[src/rtl/core/ilte_pkg.sv]
// Shared types and constants of the indexed list table engine.
package ilte_pkg;

   localparam int MODE_BITS       = 3;
   localparam int POS_BITS        = 6;
   localparam int VALUE_BITS      = 32;
   localparam int LENGTH_BITS     = 7;
   localparam int REQ_TDATA_BITS  = 40;
   localparam int RSP_TDATA_BITS  = 48;
   localparam int CMD_QUEUE_DEPTH = 2;

   // Operation codes as carried on the request tuser field.
   typedef enum logic [MODE_BITS-1:0] {
      OP_APPEND    = 3'd0,
      OP_READ      = 3'd1,
      OP_OVERWRITE = 3'd2,
      OP_INSERT    = 3'd3,
      OP_REMOVE    = 3'd4,
      OP_SEARCH    = 3'd5,
      OP_CLEAR     = 3'd6,
      OP_UNUSED    = 3'd7
   } op_type;

   // Classified command handed from the front end to the execution unit.
   typedef struct packed {
      op_type                op;
      logic [POS_BITS-1:0]   position;
      logic                  elem_null;
   } cmd_type;

endpackage

[src/rtl/core/ilte_ram.sv]
// Generic simple dual-port RAM with registered read data.
module ilte_ram #(
   parameter int WIDTH = 32,
   parameter int DEPTH = 64
) (
   input  logic                     clock,
   input  logic                     wr_en,
   input  logic [$clog2(DEPTH)-1:0] wr_addr,
   input  logic [WIDTH-1:0]         wr_data,
   input  logic                     rd_en,
   input  logic [$clog2(DEPTH)-1:0] rd_addr,
   output logic [WIDTH-1:0]         rd_data
);

   logic [WIDTH-1:0] mem [DEPTH];
   logic [WIDTH-1:0] rd_data_ff;

   always_ff @(posedge clock) begin
      if (wr_en) begin
         mem[wr_addr] <= wr_data;
      end
      if (rd_en) begin
         rd_data_ff <= mem[rd_addr];
      end
   end

   assign rd_data = rd_data_ff;

endmodule

[src/rtl/core/ilte_cmd_fifo.sv]
// Short command queue between the front end and the execution unit.
module ilte_cmd_fifo
   import ilte_pkg::*;
#(
   parameter int WIDTH = 42
) (
   input  logic             clock,
   input  logic             reset,
   input  logic             push,
   input  logic [WIDTH-1:0] push_data,
   output logic             full,
   input  logic             pop,
   output logic [WIDTH-1:0] pop_data,
   output logic             empty
);

   localparam int PW = $clog2(CMD_QUEUE_DEPTH);
   localparam int CW = $clog2(CMD_QUEUE_DEPTH + 1);

   logic [WIDTH-1:0] entry_ff [CMD_QUEUE_DEPTH];
   logic [PW-1:0]    wr_ptr_ff, wr_ptr_in;
   logic [PW-1:0]    rd_ptr_ff, rd_ptr_in;
   logic [CW-1:0]    fill_ff, fill_in;
   logic             do_push, do_pop;

   assign full     = (fill_ff == CW'(CMD_QUEUE_DEPTH));
   assign empty    = (fill_ff == '0);
   assign do_push  = push && !full;
   assign do_pop   = pop && !empty;
   assign pop_data = entry_ff[rd_ptr_ff];

   always_comb begin
      wr_ptr_in = do_push ? wr_ptr_ff + 1'b1 : wr_ptr_ff;
      rd_ptr_in = do_pop ? rd_ptr_ff + 1'b1 : rd_ptr_ff;
      fill_in   = fill_ff;
      if (do_push && !do_pop) begin
         fill_in = fill_ff + 1'b1;
      end else if (do_pop && !do_push) begin
         fill_in = fill_ff - 1'b1;
      end
   end

   always_ff @(posedge clock) begin
      if (reset) begin
         wr_ptr_ff <= '0;
         rd_ptr_ff <= '0;
         fill_ff   <= '0;
      end else begin
         wr_ptr_ff <= wr_ptr_in;
         rd_ptr_ff <= rd_ptr_in;
         fill_ff   <= fill_in;
      end
   end

   always_ff @(posedge clock) begin
      if (do_push) begin
         entry_ff[wr_ptr_ff] <= push_data;
      end
   end

endmodule

[src/rtl/core/ilte_front.sv]
// Request front end: accepts transfers and classifies them into commands.
module ilte_front
   import ilte_pkg::*;
#(
   parameter int ELEMENT_BITS = 32
) (
   input  logic                      req_tvalid,
   output logic                      req_tready,
   input  logic [REQ_TDATA_BITS-1:0] req_tdata,
   input  logic [MODE_BITS-1:0]      req_tuser,
   input  logic                      queue_full,
   output logic                      push,
   output cmd_type                   cmd,
   output logic [ELEMENT_BITS-1:0]   cmd_elem
);

   logic [VALUE_BITS-1:0]              element;
   logic [ELEMENT_BITS+VALUE_BITS-1:0] element_wide;

   assign element      = req_tdata[POS_BITS +: VALUE_BITS];
   // The element word is cut or zero-extended to the storage width.
   assign element_wide = {{ELEMENT_BITS{1'b0}}, element};
   assign cmd_elem     = element_wide[ELEMENT_BITS-1:0];

   assign req_tready = !queue_full;
   assign push       = req_tvalid && !queue_full;

   always_comb begin
      cmd.op        = op_type'(req_tuser);
      cmd.position  = req_tdata[POS_BITS-1:0];
      cmd.elem_null = (cmd_elem == '0);
   end

endmodule

[src/rtl/core/ilte_back.sv]
// Execution unit: list store, element count, shift and search sequencer.
module ilte_back
   import ilte_pkg::*;
#(
   parameter int CAPACITY     = 64,
   parameter int ELEMENT_BITS = 32
) (
   input  logic                    clock,
   input  logic                    reset,
   input  logic                    cmd_valid,
   input  cmd_type                 cmd,
   input  logic [ELEMENT_BITS-1:0] cmd_elem,
   output logic                    cmd_pop,
   output logic                    rsp_tvalid,
   input  logic                    rsp_tready,
   output logic [RSP_TDATA_BITS-1:0] rsp_tdata
);

   localparam int AW    = $clog2(CAPACITY);
   localparam int CW    = $clog2(CAPACITY + 1);
   localparam int CMP_W = CW + 7;

   typedef enum logic [2:0] {
      ST_IDLE,
      ST_READ,
      ST_INSERT,
      ST_INSERT_FIN,
      ST_REMOVE,
      ST_SEARCH
   } state_type;

   state_type               state_ff, state_in;
   logic [CW-1:0]           count_ff, count_in;
   logic [CW-1:0]           idx_ff, idx_in;
   logic [POS_BITS-1:0]     pos_ff, pos_in;
   logic [ELEMENT_BITS-1:0] elem_ff, elem_in;
   logic [AW-1:0]           addr_ff, addr_in;
   logic                    pend_ff, pend_in;
   logic                    cap_ff, cap_in;
   logic [VALUE_BITS-1:0]   hold_ff, hold_in;

   logic                    rsp_valid_ff, rsp_valid_in;
   logic                    status_ff, status_in;
   logic [VALUE_BITS-1:0]   value_ff, value_in;
   logic                    found_ff, found_in;
   logic [POS_BITS-1:0]     fpos_ff, fpos_in;
   logic [LENGTH_BITS-1:0]  length_ff, length_in;
   logic                    empty_ff, empty_in;

   logic                    wr_en, rd_en;
   logic [AW-1:0]           wr_addr, rd_addr;
   logic [ELEMENT_BITS-1:0] wr_data, rd_data;

   logic                    go, fin;
   logic                    res_status, res_found;
   logic [VALUE_BITS-1:0]   res_value;
   logic [POS_BITS-1:0]     res_fpos;

   logic [CMP_W-1:0]        cmd_pos_x, pos_x, count_x, idx_x, cap_x;
   logic [CW-1:0]           cmd_pos_c, idx_dec;
   logic [ELEMENT_BITS+VALUE_BITS-1:0] rd_wide;
   logic [VALUE_BITS-1:0]   rd_value;
   logic [AW+POS_BITS-1:0]  addr_wide;
   logic [CW+LENGTH_BITS-1:0] count_wide;

   ilte_ram #(
      .WIDTH (ELEMENT_BITS),
      .DEPTH (CAPACITY)
   ) u_store (
      .clock   (clock),
      .wr_en   (wr_en),
      .wr_addr (wr_addr),
      .wr_data (wr_data),
      .rd_en   (rd_en),
      .rd_addr (rd_addr),
      .rd_data (rd_data)
   );

   assign cmd_pos_x = {{(CW+1){1'b0}}, cmd.position};
   assign pos_x     = {{(CW+1){1'b0}}, pos_ff};
   assign count_x   = {7'b0, count_ff};
   assign idx_x     = {7'b0, idx_ff};
   assign cap_x     = CMP_W'(CAPACITY);
   assign cmd_pos_c = cmd_pos_x[CW-1:0];
   assign idx_dec   = idx_ff - 1'b1;
   assign rd_wide   = {{VALUE_BITS{1'b0}}, rd_data};
   assign rd_value  = rd_wide[VALUE_BITS-1:0];
   assign addr_wide = {{POS_BITS{1'b0}}, addr_ff};

   // An item starts only when the result register is free, so the
   // result slot stays free until the item finishes.
   assign go      = (state_ff == ST_IDLE) && cmd_valid && (!rsp_valid_ff || rsp_tready);
   assign cmd_pop = go;

   always_comb begin
      state_in   = state_ff;
      count_in   = count_ff;
      idx_in     = idx_ff;
      pos_in     = pos_ff;
      elem_in    = elem_ff;
      addr_in    = addr_ff;
      pend_in    = pend_ff;
      cap_in     = cap_ff;
      hold_in    = hold_ff;
      wr_en      = 1'b0;
      wr_addr    = '0;
      wr_data    = elem_ff;
      rd_en      = 1'b0;
      rd_addr    = '0;
      fin        = 1'b0;
      res_status = 1'b1;
      res_value  = '0;
      res_found  = 1'b0;
      res_fpos   = '0;

      case (state_ff)
         ST_IDLE: begin
            if (go) begin
               pos_in  = cmd.position;
               elem_in = cmd_elem;
               pend_in = 1'b0;
               cap_in  = 1'b0;
               case (cmd.op)
                  OP_APPEND: begin
                     fin = 1'b1;
                     if (!cmd.elem_null && count_x < cap_x) begin
                        wr_en      = 1'b1;
                        wr_addr    = count_ff[AW-1:0];
                        wr_data    = cmd_elem;
                        count_in   = count_ff + 1'b1;
                        res_status = 1'b0;
                     end
                  end
                  OP_READ: begin
                     if (cmd_pos_x < count_x) begin
                        rd_en    = 1'b1;
                        rd_addr  = cmd_pos_x[AW-1:0];
                        state_in = ST_READ;
                     end else begin
                        fin = 1'b1;
                     end
                  end
                  OP_OVERWRITE: begin
                     fin = 1'b1;
                     if (!cmd.elem_null && cmd_pos_x < count_x) begin
                        wr_en      = 1'b1;
                        wr_addr    = cmd_pos_x[AW-1:0];
                        wr_data    = cmd_elem;
                        res_status = 1'b0;
                     end
                  end
                  OP_INSERT: begin
                     if (!cmd.elem_null && cmd_pos_x <= count_x && count_x < cap_x) begin
                        idx_in   = count_ff;
                        state_in = ST_INSERT;
                     end else begin
                        fin = 1'b1;
                     end
                  end
                  OP_REMOVE: begin
                     if (cmd_pos_x < count_x) begin
                        rd_en    = 1'b1;
                        rd_addr  = cmd_pos_x[AW-1:0];
                        idx_in   = cmd_pos_c + 1'b1;
                        cap_in   = 1'b1;
                        state_in = ST_REMOVE;
                     end else begin
                        fin = 1'b1;
                     end
                  end
                  OP_SEARCH: begin
                     if (cmd.elem_null) begin
                        fin = 1'b1;
                     end else if (count_ff == '0) begin
                        fin        = 1'b1;
                        res_status = 1'b0;
                     end else begin
                        idx_in   = '0;
                        state_in = ST_SEARCH;
                     end
                  end
                  OP_CLEAR: begin
                     fin        = 1'b1;
                     count_in   = '0;
                     res_status = 1'b0;
                  end
                  default: begin
                     fin = 1'b1;
                  end
               endcase
            end
         end

         ST_READ: begin
            fin        = 1'b1;
            res_status = 1'b0;
            res_value  = rd_value;
            state_in   = ST_IDLE;
         end

         // Shift up from the top: read entry idx-1, write it to idx in the next cycle.
         ST_INSERT: begin
            if (pend_ff) begin
               wr_en   = 1'b1;
               wr_addr = addr_ff;
               wr_data = rd_data;
            end
            if (idx_x > pos_x) begin
               rd_en   = 1'b1;
               rd_addr = idx_dec[AW-1:0];
               addr_in = idx_ff[AW-1:0];
               idx_in  = idx_dec;
               pend_in = 1'b1;
            end else begin
               pend_in  = 1'b0;
               state_in = ST_INSERT_FIN;
            end
         end

         ST_INSERT_FIN: begin
            wr_en      = 1'b1;
            wr_addr    = pos_x[AW-1:0];
            wr_data    = elem_ff;
            count_in   = count_ff + 1'b1;
            fin        = 1'b1;
            res_status = 1'b0;
            state_in   = ST_IDLE;
         end

         // Shift down: the first read returns the removed entry, later
         // reads of entry idx are written back to idx-1.
         ST_REMOVE: begin
            cap_in = 1'b0;
            if (cap_ff) begin
               hold_in = rd_value;
            end
            if (pend_ff) begin
               wr_en   = 1'b1;
               wr_addr = addr_ff;
               wr_data = rd_data;
            end
            if (idx_x < count_x) begin
               rd_en   = 1'b1;
               rd_addr = idx_ff[AW-1:0];
               addr_in = idx_dec[AW-1:0];
               idx_in  = idx_ff + 1'b1;
               pend_in = 1'b1;
            end else begin
               pend_in    = 1'b0;
               count_in   = count_ff - 1'b1;
               fin        = 1'b1;
               res_status = 1'b0;
               res_value  = cap_ff ? rd_value : hold_ff;
               state_in   = ST_IDLE;
            end
         end

         // Linear scan from the bottom; the first hit ends the walk.
         ST_SEARCH: begin
            if (pend_ff && rd_data == elem_ff) begin
               pend_in    = 1'b0;
               fin        = 1'b1;
               res_status = 1'b0;
               res_found  = 1'b1;
               res_fpos   = addr_wide[POS_BITS-1:0];
               state_in   = ST_IDLE;
            end else if (idx_x < count_x) begin
               rd_en   = 1'b1;
               rd_addr = idx_ff[AW-1:0];
               addr_in = idx_ff[AW-1:0];
               idx_in  = idx_ff + 1'b1;
               pend_in = 1'b1;
            end else begin
               pend_in    = 1'b0;
               fin        = 1'b1;
               res_status = 1'b0;
               state_in   = ST_IDLE;
            end
         end

         default: begin
            state_in = ST_IDLE;
         end
      endcase
   end

   assign count_wide = {{LENGTH_BITS{1'b0}}, count_in};

   always_comb begin
      rsp_valid_in = rsp_valid_ff && !rsp_tready;
      status_in    = status_ff;
      value_in     = value_ff;
      found_in     = found_ff;
      fpos_in      = fpos_ff;
      length_in    = length_ff;
      empty_in     = empty_ff;
      if (fin) begin
         rsp_valid_in = 1'b1;
         status_in    = res_status;
         value_in     = res_value;
         found_in     = res_found;
         fpos_in      = res_fpos;
         length_in    = count_wide[LENGTH_BITS-1:0];
         empty_in     = (count_in == '0);
      end
   end

   always_ff @(posedge clock) begin
      if (reset) begin
         state_ff     <= ST_IDLE;
         count_ff     <= '0;
         pend_ff      <= 1'b0;
         cap_ff       <= 1'b0;
         rsp_valid_ff <= 1'b0;
      end else begin
         state_ff     <= state_in;
         count_ff     <= count_in;
         pend_ff      <= pend_in;
         cap_ff       <= cap_in;
         rsp_valid_ff <= rsp_valid_in;
      end
      idx_ff    <= idx_in;
      pos_ff    <= pos_in;
      elem_ff   <= elem_in;
      addr_ff   <= addr_in;
      hold_ff   <= hold_in;
      status_ff <= status_in;
      value_ff  <= value_in;
      found_ff  <= found_in;
      fpos_ff   <= fpos_in;
      length_ff <= length_in;
      empty_ff  <= empty_in;
   end

   assign rsp_tvalid = rsp_valid_ff;
   assign rsp_tdata  = {empty_ff, length_ff, fpos_ff, found_ff, value_ff, status_ff};

endmodule

[src/rtl/core/indexed_list_table_engine.sv]
// Append, overwrite, clear and errors finish in the execution unit's idle state; a read
// adds a registered store read; insert and remove at position p of n walk the entries
// from p to the end of the list, and search walks up to n entries. One item is carried
// out at a time, and each walk is bounded by the single read and write store ports.
// Reset (synchronous, active high) empties the list and the queue; the store keeps its
// contents, which are never read beyond the current length, so no clearing pass is run.
module indexed_list_table_engine
   import ilte_pkg::*;
#(
   parameter int CAPACITY     = 64,
   parameter int ELEMENT_BITS = 32
) (
   input  logic                      clock,
   input  logic                      reset,
   // Request channel.
   input  logic                      req_tvalid,
   output logic                      req_tready,
   // tdata from bit 0: position[5:0], element[37:6], zero padding[39:38].
   input  logic [REQ_TDATA_BITS-1:0] req_tdata,
   // tuser from bit 0: mode[2:0].
   input  logic [MODE_BITS-1:0]      req_tuser,
   // Result channel.
   output logic                      rsp_tvalid,
   input  logic                      rsp_tready,
   // tdata from bit 0: status[0], value[32:1], found[33], found_position[39:34],
   // length[46:40], empty_res[47].
   output logic [RSP_TDATA_BITS-1:0] rsp_tdata
);

   // The queue entry packs the element word above the classified command.
   localparam int QW = $bits(cmd_type) + ELEMENT_BITS;

   logic                    push, queue_full, queue_empty, cmd_pop;
   cmd_type                 front_cmd, back_cmd;
   logic [ELEMENT_BITS-1:0] front_elem, back_elem;
   logic [QW-1:0]           queue_in, queue_out;

   // The front end decodes the mode and checks for a null element as the
   // transfer is taken, so the execution unit sees a ready-made command.
   ilte_front #(
      .ELEMENT_BITS (ELEMENT_BITS)
   ) u_front (
      .req_tvalid (req_tvalid),
      .req_tready (req_tready),
      .req_tdata  (req_tdata),
      .req_tuser  (req_tuser),
      .queue_full (queue_full),
      .push       (push),
      .cmd        (front_cmd),
      .cmd_elem   (front_elem)
   );

   assign queue_in = {front_elem, front_cmd};

   // A short queue lets the request side keep taking transfers while the
   // execution unit walks the store or waits for the result to be taken.
   ilte_cmd_fifo #(
      .WIDTH (QW)
   ) u_queue (
      .clock     (clock),
      .reset     (reset),
      .push      (push),
      .push_data (queue_in),
      .full      (queue_full),
      .pop       (cmd_pop),
      .pop_data  (queue_out),
      .empty     (queue_empty)
   );

   assign back_cmd  = cmd_type'(queue_out[$bits(cmd_type)-1:0]);
   assign back_elem = queue_out[QW-1 -: ELEMENT_BITS];

   // The execution unit owns the list store and the element count, runs the
   // shift and search walks one item at a time and registers the result.
   ilte_back #(
      .CAPACITY     (CAPACITY),
      .ELEMENT_BITS (ELEMENT_BITS)
   ) u_back (
      .clock      (clock),
      .reset      (reset),
      .cmd_valid  (!queue_empty),
      .cmd        (back_cmd),
      .cmd_elem   (back_elem),
      .cmd_pop    (cmd_pop),
      .rsp_tvalid (rsp_tvalid),
      .rsp_tready (rsp_tready),
      .rsp_tdata  (rsp_tdata)
   );

endmodule

[config.mk]
export PLATFORM = sky130hd
export DESIGN_NAME = indexed_list_table_engine
export DESIGN_NICKNAME = d
export VERILOG_FILES = /design/src/rtl/core/ilte_pkg.sv /design/src/rtl/core/ilte_ram.sv /design/src/rtl/core/ilte_cmd_fifo.sv /design/src/rtl/core/ilte_front.sv /design/src/rtl/core/ilte_back.sv /design/src/rtl/core/indexed_list_table_engine.sv
export SDC_FILE = /design/constraint.sdc
export NUM_CORES = 2
export LEC_CHECK = 0
export BUFFER_PORTS_ARGS = -buffer_cell sky130_fd_sc_hd__buf_4
export CAP_MARGIN = 25
export CELL_PAD_IN_SITES_DETAIL_PLACEMENT = 0
export CELL_PAD_IN_SITES_GLOBAL_PLACEMENT = 2
export CORE_UTILIZATION = 40
export CTS_BUF_LIST = sky130_fd_sc_hd__clkbuf_8
export DETAILED_ROUTE_END_ITERATION = 7
export GPL_ROUTABILITY_DRIVEN = 0
export PLACE_DENSITY = 0.76
export SYNTH_ARGS = -nofsm -noshare
export SYNTH_HDL_FRONTEND = slang
export SYNTH_SLANG_ARGS = --single-unit
[constraint.sdc]
create_clock -name clock -period 15.7 [get_ports clock]
set_clock_uncertainty 0.15 [all_clocks]
set_input_delay 2.355 -clock clock [delete_from_list [all_inputs] [get_ports clock]]
set_output_delay 2.355 -clock clock [all_outputs]
set_load 0.05 [all_outputs]
Word-level counts from Yosys, hierarchy flattened

Memory sizes are Yosys's and may differ from the RTL's. A register that Yosys moved wholly into a read port is not among the register bits.
Cells that the tools add are included.

Register bits after elaboration: 148
RAM bits: 2132
Input bits: 47
Output and inout port bits: 50
Word-level logic and storage cells: 199
Memories: 2

Memory list:

| memory             | words | bits a word | read ports | clocked after Yosys merged registers in | write ports | line                | source |
|---|---|---|---|---|---|---|---|
| u_back.u_store.mem | 64    | 32          | 1          | 1                                       | 1           | ilte_ram.sv:15      | `logic [WIDTH-1:0] mem [DEPTH];` |
| u_queue.entry_ff   | 2     | 42          | 1          | 1                                       | 1           | ilte_cmd_fifo.sv:20 | `logic [WIDTH-1:0] entry_ff [CMD_QUEUE_DEPTH];` |

Add/sub/neg operators: 9
$lt $le $gt $ge: 5
Equal/unequal tests: 26
Mux-type cells: 97
Reductions and logical operators: 41

Operators with widths:

| cell                                             | number |
|---|---|
| 2-to-1 mux 32 bit                                | 6 |
| one-hot mux 32 bit (2 select lines)              | 3 |
| 2-to-1 mux 6 bit                                 | 14 |
| 2-to-1 mux 7 bit                                 | 11 |
| one-hot mux 7 bit (3 select lines)               | 2 |
| one-hot mux 6 bit (3 select lines)               | 2 |
| 2-to-1 mux 1 bit                                 | 33 |
| == test 32 bit                                   | 1 |
| zero test 32 bit                                 | 1 |
| one-hot mux 7 bit (4 select lines)               | 1 |
| 2-to-1 mux 3 bit                                 | 9 |
| one-hot mux 3 bit (4 select lines)               | 2 |
| one-hot mux 6 bit (4 select lines)               | 1 |
| one-hot mux 1 bit (4 select lines)               | 5 |
| == test 3 bit, second input constant             | 5 |
| != test 3 bit, second input constant             | 5 |
| adder 7 x 1 -> 7 bit, second input constant      | 2 |
| zero test 7 bit                                  | 2 |
| one-hot mux 7 bit (2 select lines)               | 1 |
| subtractor 7 x 1 -> 7 bit, second input constant | 2 |
| logical AND 1 bit                                | 13 |
| == test 3 x 2 -> 1 bit, second input constant    | 4 |
| one-hot mux 6 bit (2 select lines)               | 1 |
| AND reduction 9 bit                              | 1 |
| 29 further kinds                                 | 51 |

Logic depth before layout (Yosys ltp)

Word-level depth: 8
Depth in mapped cells: 20
Depth with buffers taken out: 13

Cells and area by module

A second synthesis with hierarchy kept.

Cell total of the unflattened synthesis: 4437
Area, all modules: 91246.3 µm²

Modules (own cells, without submodules):

| module                    | instances | cells an instance | area each (µm²) |
|---|---|---|---|
| ilte_ram                  | 1         | 3511              | 79359.9 |
| ilte_back                 | 1         | 715               | 8254.2 |
| ilte_cmd_fifo             | 1         | 156               | 3238.1 |
| ilte_front                | 1         | 54                | 390.4 |
| indexed_list_table_engine | 1         | 1                 | 3.8 |

Worst setup path before layout

No wires, ideal clock.

Path kind: in2reg
Start: input rsp_tready
End: memory u_back.u_store.mem[17][0], enable pin
Library setup time: 0.421 ns
Data arrival time: 6.332 ns
Required time: 15.129 ns
Path slack: 8.797 ns
Stages: 8
Buffers on the path: 0
Cell sequence: nor2b_1 nor3_4 inv_1 nor2_1 a222oi_1 or3_1 a21o_1 nor2_1

Cells in the longest elaborated chain, start to end: 6
Elaborated cells on any way between the ends: 8

RTL lines:

| what                                   | line                            | source |
|---|---|---|
| from (decl)                            | indexed_list_table_engine.sv:24 | `input logic rsp_tready,` |
| logical OR 1 bit (*)                   | ilte_back.sv:92                 | `assign go = (state_ff == ST_IDLE) && cmd_valid && (!rsp_valid_ff \|\| rsp_tready);` |
| logical AND 1 bit (*)                  | ilte_back.sv:92                 |  |
| 2-to-1 mux 1 bit                       | ilte_back.sv:118                | `if (go) begin` |
| one-hot mux 1 bit (3 select lines)     | ilte_back.sv:116                | `case (state_ff)` |
| 2-to-1 mux 1 bit                       | ilte_ram.sv:19                  | `if (wr_en) begin` |
| 2-to-1 mux 1 bit (implied by the code) | ilte_ram.sv:20                  | `mem[wr_addr] <= wr_data;` |
| to (decl)                              | ilte_ram.sv:15                  |  |

Every way passes the cells marked *; elsewhere a longest branch is shown, timed or not.

==> flow_metrics.env <==
export IMPL_fin_hold_ws_ns=0.354
export IMPL_synth_edf_count=2295
export IMPL_clkTransAtPathRegs_ns=0.06
export IMPL_hold_viol_final=0
export IMPL_cts_root_buf="clkbuf_8"
export IMPL_synth_async_reset_ratio=0
export IMPL_yosys_most_used_dff="edfxtp_1"
export IMPL_final_area_um2=105000
export IMPL_finalCritPeriodShare=0.492
export IMPL_syn_cell_area_um2=93000
export IMPL_vias=57995
export IMPL_syn_inst=6401
export IMPL_worst_pin_slew_ns=1.32
export IMPL_antenna_found_initial=32
export IMPL_final_instance_count_excl_fill=10075
export IMPL_grt_pass1_wl_mm=415
export IMPL_synth_most_common_cell="edfxtp_1"
export IMPL_crit_path_cell_trace="buf_4 > mux2i_1 > inv_1 > ha_1 > and3b_1 > a211oi_1 > o22ai_1 > buf_4 > o32ai_2 > a31oi_4 > buf_4 > buf_12 > buf_12 > mux4_2 > a211oi_1 > a32oi_1 > and3_1"
export IMPL_avgSynthCellArea_um2=14.5
export IMPL_drt_pass1_iterations=6
export IMPL_grt_usage=0.249
export IMPL_cts_tree="yes"
export IMPL_dpl_hpwl_mm=168
export IMPL_synthTopCellsByCount="edfxtp_1, nand2_1, nand3_1, mux2i_1, a21oi_1"
export IMPL_grt_overflow_total=0
export IMPL_synth_seq_cells=2313
export IMPL_multiInputGateArea_um2=22400
export IMPL_die_x_um=484
export IMPL_drc_errors=0
export IMPL_wl_per_cell_um=29.5
export IMPL_drv_slew=0
export IMPL_cp_common_cell="buf_4"
export IMPL_yosysTopAreaCellShare=0.741
export IMPL_yosysSeqAreaShare=0.745
export IMPL_synth_distinct_cells=91
export IMPL_h_tree_depth=5
export IMPL_setup_slack_ns=7.98
export IMPL_cts_repair_resized=0
export IMPL_synth_area_leaders="edfxtp_1, nand2_1, mux2i_1"
export IMPL_min_period_ns=7.72
export IMPL_layout_drive_gt1_share=0.147
export IMPL_cts_hold_buffers=0
export IMPL_ant_nets=0
export IMPL_slowest_stage="a211oi_1"
export IMPL_end_kind="flip-flop"
export IMPL_clock_sinks=2313
export IMPL_via_per_inst=5.76
export IMPL_grt_max_degree=125
export IMPL_worst_ir_drop_vdd_mv=0.127
export IMPL_coreArea_um2=231000
export IMPL_clockBufferDepth=4
export IMPL_dp_cells=9364
export IMPL_die_y_um=484
export IMPL_syn_to_final_growth_pct=12.8
export IMPL_first_global_vias=55473
export IMPL_rsz0062_at_grt="no"
export IMPL_slowest_delay_ns=0.90
export IMPL_crit_fanout=121
export IMPL_pre_cts_ws_ns=7.58
export IMPL_fillCellCount=20285
export IMPL_io_pins=97
export IMPL_fmax_mhz=129
export IMPL_slew_headroom=0.117
export IMPL_cts_made_buffers=384
export IMPL_worstSetupPathType="flip-flop to flip-flop"
export IMPL_wirelength_mm=297
export IMPL_powerDensity_nw_per_um2=156
export IMPL_hp_class="flip-flop to flip-flop"
export IMPL_required_ns=16.37
export IMPL_drt_iter0_drc=6975
export IMPL_initial_core_util=0.403
export IMPL_drv_cap=0
export IMPL_finalSetupTns_ns=0
export IMPL_die_area_um2=234000
export IMPL_nNetsFinal=6803
export IMPL_finalSetupViolCount=0
export IMPL_final_seq_area_um2=69300
export IMPL_cts_setup_buffers=0
export IMPL_rows=176
export IMPL_portBuffers=94
export IMPL_clk_insertion_delay_late_ns=1.11
export IMPL_cellLeakagePower_nw=34.9
export IMPL_worst_setup_path_start_kind="flip-flop"
export IMPL_syn_nets=6474
export IMPL_placed_area_um2=98100
export IMPL_status="finished, final reports clean"
export IMPL_yosys_warnings=0
export IMPL_critPathArrivalTime_ns=8.40
export IMPL_synth_top_area_cell="edfxtp_1"
==> cells in the final DEF, fill, tap and decap left out, types with 27 or more instances in the layout <==
master    instances
a211oi_1         28
a21oi_1         276
a221o_2          32
a22oi_1          30
a31oi_1          60
a32o_1           35
a32oi_1          36
and3_1           35
buf_4           302
clkbuf_8        394
clkinv_1         93
clkinv_2         27
diode_2          59
edfxtp_1       2295
inv_1           150
mux2_2           69
mux2i_1         342
mux4_2           46
nand2_1        1308
nand3_1         584
nand4_1          58
nor2_1           73
nor2_4           69
nor2b_1          39
nor3_1           51
nor4_1           38
o21ai_0          93
o22ai_1          98
xnor2_1          45
==> layer usage <==
metal | vias up | global-route usage | wire [um]
li1 | 25080 | - | -
met1 | 29626 | 0.336 | 121000
met2 | 2772 | 0.388 | 136000
met3 | 507 | 0.0528 | 26900
met4 | 10 | 0.111 | 12800
met5 | - | 0 | 57
==> metrics by stage <==
stage / util / power (mW)
finish: 0.455 / 16.4
global route: 0.455 / 16.9
CTS: 0.454 / 16.4
detailed placement: 0.425 / 11.7
global placement: 0.425 / 11.6
floorplan: - / 10.1
==> worst paths after layout <==
check	cells past startpoint	endpoint	slack, ns	from
worst max-delay path	17	u_back.u_store.rd_data[18]$_DFFE_PP_	7.98	flip-flop
worst min-delay path	2	u_queue.fill_ff[1]$_SDFFE_PP0P_	0.35	u_queue.fill_ff[1]$_SDFFE_PP0P_
worst max register to register	17	u_back.u_store.rd_data[18]$_DFFE_PP_	7.98	flip-flop
worst min register to register	2	u_queue.fill_ff[1]$_SDFFE_PP0P_	0.35	u_queue.fill_ff[1]$_SDFFE_PP0P_
==> kinds of logic (layout without fill, tap and decap cells) <==
| family | Yosys count | in the layout | share of synthesized area |
|---|---|---|---|
| DFF | 2313 | 2313 | 0.745 |
| xor gates and xnor gates | 51 | 51 | 0.00481 |
| adders and majority gates | 26 | 26 | 0.00350 |
| other | 0 | 59 | 0 |
| AOI/OAI and AO/OA | 808 | 808 | 0.0576 |
| muxes | 458 | 458 | 0.0565 |
| buffers and inverters | 409 | 998 | 0.0217 |
| and+or+nand+nor | 2336 | 2336 | 0.111 |
==> power by group <==
group          internal (mW)  total [mW]  switching (mW)  leakage, nW
clock network           2.40        4.74            2.34         3.82
registers               7.96        8.10           0.134         20.9
logic                  0.758        3.52            2.77         10.2
==> cell type report <==
| class | instances | share of cell area |
|---|---|---|
| Inverter | 31 | 0.00111 |
| Clock buffer | 394 | 0.0517 |
| Multi-Input combinational cell | 3679 | 0.214 |
| Sequential cell | 2313 | 0.661 |
| Antenna cell | 59 | 0.00141 |
| Tap cell | 3026 | 0.0361 |
| Timing Repair Buffer | 321 | 0.0246 |
| Clock inverter | 252 | 0.0111 |
==> critical path: cells and delay by family (launching register included) <==
family / cells / cell delay (ns)
adder cells (fa/ha/maj): 1 / 0.39
flip-flops: 1 / 0.31
multiplexers: 2 / 1.26
buffers and inverters: 6 / 2.75
AO/OA/AOI/OAI: 6 / 1.81
AND/OR/NAND/NOR: 2 / 0.47
==> state kept, by name, indices dropped and copies added (netlist names), 2 cells and up, named ones only <==
name,count
u_back.addr_ff,6
u_back.count_ff,7
u_back.elem_ff,32
u_back.fpos_ff,6
u_back.hold_ff,32
u_back.idx_ff,7
u_back.length_ff,7
u_back.pos_ff,6
u_back.state_ff,3
u_back.u_store.mem,2048
u_back.u_store.rd_data,32
u_back.value_ff,32
u_queue.entry_ff,84
u_queue.fill_ff,2
Note: power is estimated with default switching activity, not from simulation.
